`config.mk`:
```
export PLATFORM = sky130hd
export DESIGN_NAME = bba_ctrl
export DESIGN_NICKNAME = d
export VERILOG_FILES = /design/src/sv/bba_pkg.sv /design/src/sv/bba_ctrl.sv
export SDC_FILE = /design/constraint.sdc
export NUM_CORES = 1
export LEC_CHECK = 0
export ABC_AREA = 1
export BUFFER_PORTS_ARGS = -buffer_cell sky130_fd_sc_hd__clkbuf_2
export CAP_MARGIN = 0
export CORE_ASPECT_RATIO = 1.4
export CORE_UTILIZATION = 48
export CTS_CLUSTER_DIAMETER = 80
export DETAILED_ROUTE_END_ITERATION = 8
export GPL_TIMING_DRIVEN = 0
export PLACE_DENSITY_LB_ADDON = 0.15
export RECOVER_POWER = 25
export SLEW_MARGIN = 20
export SYNTH_ARGS = -nofsm -noshare
export SYNTH_HDL_FRONTEND = slang
export SYNTH_SLANG_ARGS = --single-unit
```
`constraint.sdc`:
```
create_clock -name aclk -period 1.5 [get_ports aclk]
set_clock_uncertainty 0.2 [all_clocks]
set_input_delay 0.075 -clock aclk [delete_from_list [all_inputs] [get_ports aclk]]
set_output_delay 0.075 -clock aclk [all_outputs]
set_load 0.01 [all_outputs]
```
`src/sv/bba_pkg.sv`:
```
package bba_pkg;

    localparam int MIN_BITS   = 10;
    localparam int MAX_BITS   = 22;
    localparam int POOL_UNITS = 16384;
    localparam int NORD       = MAX_BITS - MIN_BITS + 1;

    localparam int UNIT_W = 14;             // unit index
    localparam int CNT_W  = 15;             // unit count, 0..POOL_UNITS
    localparam int ORD_W  = 4;
    localparam int LINK_W = 15;             // unit index plus nil code
    localparam int TOT_W  = 26;             // rounded request plus overhead
    localparam int CFG_W  = 15;

    localparam logic [LINK_W-1:0] LINK_NIL = '1;

    localparam logic [1:0] ST_OK      = 2'd0;
    localparam logic [1:0] ST_BIG     = 2'd1;
    localparam logic [1:0] ST_FULL    = 2'd2;
    localparam logic [1:0] ST_BADFREE = 2'd3;

    localparam logic CFG_POOL = 1'b0;
    localparam logic CFG_OVH  = 1'b1;

    typedef struct packed {
        logic              req_type;
        logic [23:0]       request_bytes;
        logic [UNIT_W-1:0] block_unit;
    } req_t;

    typedef struct packed {
        logic [1:0]        status;
        logic [UNIT_W-1:0] result_unit;
        logic [ORD_W-1:0]  result_order;
    } rsp_t;

    typedef enum logic [4:0] {
        OP_NONE,
        OP_CLR_START,
        OP_CLR,
        OP_CV_ADV,
        OP_CV_DEC,
        OP_CV_DONE,
        OP_PT1,
        OP_PT2,
        OP_LOAD,
        OP_A_ORD,
        OP_A_FIND,
        OP_A_HEAD,
        OP_A_DEC,
        OP_A_HI,
        OP_A_TAKE,
        OP_UL_RD,
        OP_UL_WR,
        OP_ST_RD_U,
        OP_F_MARK,
        OP_ST_RD_B,
        OP_F_UP,
        OP_PH1,
        OP_PH2,
        OP_RES
    } dp_op_t;

    typedef struct packed {
        dp_op_t     op;
        logic [1:0] res;
    } cmd_t;

    typedef struct packed {
        logic clr_last;
        logic cv_fit;
        logic k_zero;
        logic is_free;
        logic too_big;
        logic found;
        logic k_gt_ord;
        logic range_bad;
        logic st_free;
        logic k_top;
        logic b_out;
        logic merge_ok;
    } sts_t;

endpackage

```
`src/sv/bba_ctrl.sv`:
```
module bba_ctrl
    import bba_pkg::*;
(
    input  logic aclk,
    input  logic aresetn,
    input  logic pool_wr,
    input  logic s_valid,
    output logic s_ready,
    output logic m_valid,
    input  logic m_ready,
    input  sts_t sts,
    output cmd_t cmd
);

    typedef enum logic [5:0] {
        S_CLR_START, S_CLR, S_CV_TEST, S_CV_PT1, S_CV_PT2, S_CV_ADV, S_CV_DEC,
        S_CV_DONE, S_IDLE, S_DISP, S_A_FIND, S_A_HEAD, S_A_ULRD, S_A_ULWR,
        S_A_DEC, S_A_PT1A, S_A_PT2A, S_A_HI, S_A_PT1B, S_A_PT2B, S_A_TAKE,
        S_F_RDU, S_F_CHK, S_F_LOOP, S_F_BCHK, S_F_ULRD, S_F_ULWR, S_F_UP,
        S_F_PH1, S_F_PH2, S_RES
    } state_t;

    state_t     state_reg, state_next;
    logic [1:0] res_reg, res_next;
    logic       mv_reg, mv_next;
    dp_op_t     op;

    always_comb begin
        state_next = state_reg;
        res_next   = res_reg;
        mv_next    = mv_reg && !m_ready;
        op         = OP_NONE;
        unique case (state_reg)
            S_CLR_START: begin
                op = OP_CLR_START;
                state_next = S_CLR;
            end
            S_CLR: begin
                op = OP_CLR;
                if (sts.clr_last) state_next = S_CV_TEST;
            end
            S_CV_TEST: begin
                priority if (sts.cv_fit) state_next = S_CV_PT1;
                else if (sts.k_zero)    state_next = S_CV_DONE;
                else                    state_next = S_CV_DEC;
            end
            S_CV_PT1: begin op = OP_PT1;     state_next = S_CV_PT2;  end
            S_CV_PT2: begin op = OP_PT2;     state_next = S_CV_ADV;  end
            S_CV_ADV: begin op = OP_CV_ADV;  state_next = S_CV_TEST; end
            S_CV_DEC: begin op = OP_CV_DEC;  state_next = S_CV_TEST; end
            S_CV_DONE: begin op = OP_CV_DONE; state_next = S_IDLE;   end
            S_IDLE: begin
                if (s_valid) begin
                    op = OP_LOAD;
                    state_next = S_DISP;
                end
            end
            S_DISP: begin
                if (sts.is_free) begin
                    if (sts.range_bad) begin
                        res_next = ST_BADFREE;
                        state_next = S_RES;
                    end else begin
                        state_next = S_F_RDU;
                    end
                end else if (sts.too_big) begin
                    res_next = ST_BIG;
                    state_next = S_RES;
                end else begin
                    op = OP_A_ORD;
                    state_next = S_A_FIND;
                end
            end
            S_A_FIND: begin
                if (sts.found) begin
                    op = OP_A_FIND;
                    state_next = S_A_HEAD;
                end else begin
                    res_next = ST_FULL;
                    state_next = S_RES;
                end
            end
            S_A_HEAD: begin op = OP_A_HEAD; state_next = S_A_ULRD; end
            S_A_ULRD: begin op = OP_UL_RD;  state_next = S_A_ULWR; end
            S_A_ULWR: begin
                op = OP_UL_WR;
                state_next = sts.k_gt_ord ? S_A_DEC : S_A_TAKE;
            end
            S_A_DEC:  begin op = OP_A_DEC; state_next = S_A_PT1A; end
            S_A_PT1A: begin op = OP_PT1;   state_next = S_A_PT2A; end
            S_A_PT2A: begin op = OP_PT2;   state_next = S_A_HI;   end
            S_A_HI:   begin op = OP_A_HI;  state_next = S_A_PT1B; end
            S_A_PT1B: begin op = OP_PT1;   state_next = S_A_PT2B; end
            S_A_PT2B: begin op = OP_PT2;   state_next = S_A_HEAD; end
            S_A_TAKE: begin
                op = OP_A_TAKE;
                res_next = ST_OK;
                state_next = S_RES;
            end
            S_F_RDU: begin op = OP_ST_RD_U; state_next = S_F_CHK; end
            S_F_CHK: begin
                if (sts.st_free) begin
                    res_next = ST_BADFREE;
                    state_next = S_RES;
                end else begin
                    op = OP_F_MARK;
                    state_next = S_F_LOOP;
                end
            end
            S_F_LOOP: begin
                if (sts.k_top || sts.b_out) begin
                    state_next = S_F_PH1;
                end else begin
                    op = OP_ST_RD_B;
                    state_next = S_F_BCHK;
                end
            end
            S_F_BCHK: state_next = sts.merge_ok ? S_F_ULRD : S_F_PH1;
            S_F_ULRD: begin op = OP_UL_RD; state_next = S_F_ULWR; end
            S_F_ULWR: begin op = OP_UL_WR; state_next = S_F_UP;   end
            S_F_UP:   begin op = OP_F_UP;  state_next = S_F_LOOP; end
            S_F_PH1:  begin op = OP_PH1;   state_next = S_F_PH2;  end
            S_F_PH2: begin
                op = OP_PH2;
                res_next = ST_OK;
                state_next = S_RES;
            end
            S_RES: begin
                if (!mv_reg || m_ready) begin
                    op = OP_RES;
                    mv_next = 1'b1;
                    state_next = S_IDLE;
                end
            end
            default: state_next = S_CLR_START;
        endcase
        if (pool_wr) state_next = S_CLR_START;
    end

    always_ff @(posedge aclk) begin
        if (!aresetn) begin
            state_reg <= S_CLR_START;
            res_reg   <= ST_OK;
            mv_reg    <= 1'b0;
        end else begin
            state_reg <= state_next;
            res_reg   <= res_next;
            mv_reg    <= mv_next;
        end
    end

    assign cmd     = '{op: op, res: res_reg};
    assign s_ready = (state_reg == S_IDLE);
    assign m_valid = mv_reg;

endmodule

```
==> results by group, run 1 <==
Place
  – RePlAce Congestion: 0.9748
  – Post-DP Area: 1234 um2
  – Buffers on Ports: 25
  – Post-DP HPWL: 2984 um

Clock tree
  – Clk buf depth: 2
  – CTS Root Cell: clkbuf_4
  – Clock Sinks: 8
  – H-tree depth: 1
  – CTS Buf Count: 3

Synthesis
  – Ranking of synthesized cells by area: nand2_1 19%, nand3_1 18%, dfxtp_1 15%, nor2_1 10%, inv_1 7.0%
  – Most common library cells after synthesis: 54 x nand2_1, 38 x nand3_1, 30 x nor2_1, 20 x inv_1, 9 x nand4_1
  – Synth Flop Type: dfxtp_1
  – Synthesized net count: 222
  – Area leader, netlist: nand2_1
  – Netlist cell types: 23
  – Post-Synthesis Cells: 205
  – Syn. warnings: 0
  – Area fraction of the dominant cell type after synthesis: 18.82%
  – Synth Cell Area: 1077 um2
  – Post-synthesis sequential area ratio: 14.87%
  – Synthesized flop and latch total: 8
  – Most common cell in the synthesized netlist: nand2_1
  – Ys async rst share: 0%
  – Number of synthesized flops with an enable pin: 0
  – Syn_area_per_cell: 5.255 um2

Die
  – FP Rows: 19
  – Die width: 42.04 um
  – Initial core utilization: 52.69%
  – IO Pins: 26
  – Die height: 58.06 um

Timing
  – WEP type: top-level output
  – Grt repair worst endpoint: cmd[2]

Run status
  – First Error: [ERROR DPL-0038] Utilization greater than 100%, impossible to legalize
  – Stopping stage: global routing (5_1_grt)
  – Run status: aborted with a tool error

Global route
  – Largest net degree at the start of global routing: 11
==> logic make-up after synthesis <==
family,Yosys count,share of synthesized area (%)
buffers and inverters,27,9.988
flip-flops,8,14.87
AO/OA/AOI/OAI,17,9.292
AND/OR/NAND/NOR,153,65.85
==> stage by stage <==
stage               cells  hold WS (ns)  setup slack [ns]
CTS                   277       0.04025           -0.3370
detailed placement    251        0.1067           -0.3743
global placement      251       0.09201           -0.3727
floorplan             205     -0.007434         -0.006976
==> what timing repair did <==
item / in CTS
pin swaps: 14
hold buffers: 4
resized for setup: 64
buffers inserted: 18
cloned: 1
setup endpoints to repair: 13
endpoints found under the hold margin: 8
==> run 2, diff against run 1 <==
- CORE_AREA: not set -> 2 2 63 65
- CORE_ASPECT_RATIO: 1.4 -> not set
- CORE_UTILIZATION: 48 -> not set
- CTS_CLUSTER_DIAMETER: 80 -> not set
- DIE_AREA: not set -> 0 0 65 67
- clock period: 1.5 -> 1.95 ns (I/O delays scaled with it)
==> results by group, run 2 <==
Run status
  – Run status: finished clean

Power and ir drop
  – Peak supply drop: 0.3312 mV
  – Leakage: 0.8301 nW
  – P per Cell Area: 305.2 nW/um2
  – Total Power: 463.2 uW

Final layout
  – Nets: 259
  – Most common cell after layout, fill and taps aside: nand2_1
  – Final-layout fill cell count: 413
  – Area delta synth->final: 40.88%
  – Max reg flops: 5
  – Antenna cell count: 0
  – Commonest non-fill, non-tap cells in the layout: 48 x nand2_1, 32 x nand3_1, 27 x nor2_1
  – Layout cells sized above 1: 30.83%

Route
  – Drt total wl: 3828 um
  – Drt initial violations: 135
  – Vias per Instance: 5.219
  – DR WL/cell: 13.29 um
  – DR pass1 iterations: 4
  – Post-route ant nets: 0
  – DRC viols: 0
  – Vias: 1503

Setup path
  – Worst R2R Start: state_reg[2]
  – Nature of the critical path startpoint: flop
  – Worst R2R Setup Slack: 0.21 ns
  – Reg2Reg Depth: 11
  – Crit path DAT: 1.61 ns
  – FF-to-FF End: state_reg[1]
  – Worst Path Required: 1.65 ns
  – Worst-path fanout max: 7
  – Setup CP Type: reg -> out
  – Critical Path Sink Type: primary output

Min path
  – Worst hold path stage count: 3
  – Min-delay worst type: in -> reg
  – Worst Hold Path EP: m_valid
  – Hold_sp: m_ready

Place
  – Post-DP HPWL: 3071 um (+2.9%)
  – Buffers on Ports: 25 (unchanged)
  – RePlAce Congestion: 0.9722 (-0.27%)

Synthesis
  – Area leader, netlist: nand2_1
  – Post-synthesis sequential area ratio: 14.87% (unchanged)
  – Post-Synthesis Cells: 205 (unchanged)
  – Netlist cell types: 23 (unchanged)
  – Number of synthesized flops with an enable pin: 0 (unchanged)
  – Synth Cell Area: 1077 um2 (unchanged)
  – Ys async rst share: 0% (unchanged)
  – Area fraction of the dominant cell type after synthesis: 18.82% (unchanged)
  – Syn. warnings: 0 (unchanged)
  – Most common cell in the synthesized netlist: nand2_1
  – Synthesized net count: 222 (unchanged)
  – Ranking of synthesized cells by area: nand2_1 19%, nand3_1 18%, dfxtp_1 15%, nor2_1 10%, inv_1 7.0%
  – Syn_area_per_cell: 5.255 um2 (unchanged)
  – Most common library cells after synthesis: 54 x nand2_1, 38 x nand3_1, 30 x nor2_1, 20 x inv_1, 9 x nand4_1
  – Synthesized flop and latch total: 8 (unchanged)
  – Synth Flop Type: dfxtp_1

Die
  – Core area: 3606 um2
  – Die width: 65 um (+55%)
  – Die area: 4355 um2
  – IO Pins: 26 (unchanged)
  – Initial core utilization: 29.88% (-23 points)
  – FP Rows: 22 (+3)
  – Die height: 67 um (+15%)

Flow run
  – Maxcap violations: 0

Global route
  – Initial antenna violation count: 0
  – Total grt overflow: 0
  – Largest net degree at the start of global routing: 11
  – Vias in the first global route: 1367
  – Global-route wire length before repair: 6127 um
  – GRT Util Overall: 18.36%

Clock tree
  – Clk buf depth: 2 (unchanged)
  – Clock transition at path regs: 0.04 ns
  – CTS Root Cell: clkbuf_8
  – H-tree depth: 1 (unchanged)
  – Clock tree from TritonCTS: yes
  – Clock Latency Late Sink: 0.22 ns
  – Clock Sinks: 8 (unchanged)
  – CTS Buf Count: 3 (unchanged)

Timing
  – Max-slew headroom: 74.15%
  – Final hold vios: 0
  – Max Slew Vio Count: 0
  – Worst Tran Pin Value: 0.3847 ns
  – Final Hold Slack: 0.04329 ns
  – Fin crit share: 97.58%
  – Final setup fails: 0
  – Setup repair after global routing missed its margin: yes
  – Peak Freq: 0.5256 GHz
  – Clock period minus worst slack: 1.903 ns
run 2: worst max path at each step:
stage	start	end	slack (ns)	cells past startpoint
2_1_floorplan	state_reg[1]	cmd[4]	0.36	9
3_3_place_gp	state_reg[1]	cmd[4]	0.04	10
3_5_place_dp	state_reg[1]	cmd[4]	0.008	10
4_1_cts	state_reg[3]	cmd[4]	-0.006	6
5_1_grt	state_reg[1]	cmd[4]	-0.04	10
6_report	state_reg[1]	cmd[5]	0.05	9
run 2: power by group:
part | internal [mW] | leakage (nW) | switching [mW]
clock network | 0.133 | 0.0216 | 0.0600
registers | 0.164 | 0.0682 | 0.00623
logic | 0.0412 | 0.740 | 0.0589
total | 0.338 | 0.830 | 0.125
run 2: what timing repair did:
action	in CTS	in global routing
pin swaps	1	6
setup buffers	2	2
gates cloned	0	0
gates resized for setup	14	32
endpoints found under the hold margin	7	0
setup endpoints to repair	5	5
hold buffers	3	0
run 2: metal layers:
metal | global-route usage [%] | routed length [um]
met1 | 23.46 | 1730
met3 | 1.689 | 210
met4 | 10.90 | 146
met5 | 0 | 0
met2 | 29.90 | 1739
run 2: final cells by class:
cell class              instances  area, um2  area share [%]
flip-flops and latches          8      176.4           11.62
inverters                      24      100.1           6.595
clock buffers                   3      41.29           2.721
multi-input cells             170      934.6           61.58
repair buffers                 32      181.4           11.95
well taps                      48      60.06           3.957
plain buffers                   3      23.77           1.566
run 2: kinds of logic after synthesis:
| group | Yosys count | share of synthesized area, % |
|---|---|---|
| buffers and inverters | 27 | 9.988 |
| AO/OA/AOI/OAI | 17 | 9.292 |
| AND/OR/NAND/NOR | 153 | 65.85 |
| flip-flops | 8 | 14.87 |
run 2: stage by stage:
step | utilization, % | TNS [ns] | worst slack [ns] | area (um2) | instances
after floorplan | - | 0 | 0.3566 | 1077 | 205
after global placement | 35.01 | 0 | 0.03535 | 1262 | 278
after detailed placement | 35.01 | 0 | 0.008186 | 1262 | 278
after CTS | 38.51 | -0.006103 | -0.006103 | 1389 | 286
after global routing | 42.09 | -0.09292 | -0.04352 | 1518 | 288
final | 42.09 | 0 | 0.04726 | 1518 | 288
run 2: worst max-delay path, cell delays in order, from the launching register on:
cell and delay [ns]:
dfxtp_4 0.37, inv_4 0.06, nor2_4 0.03, buf_6 0.13, buf_4 0.15, nand3_4 0.07, nand2_4 0.06, nor4_2 0.27
nand3_1 0.10, buf_2 0.14
Note: power is estimated with default switching activity, not from simulation.
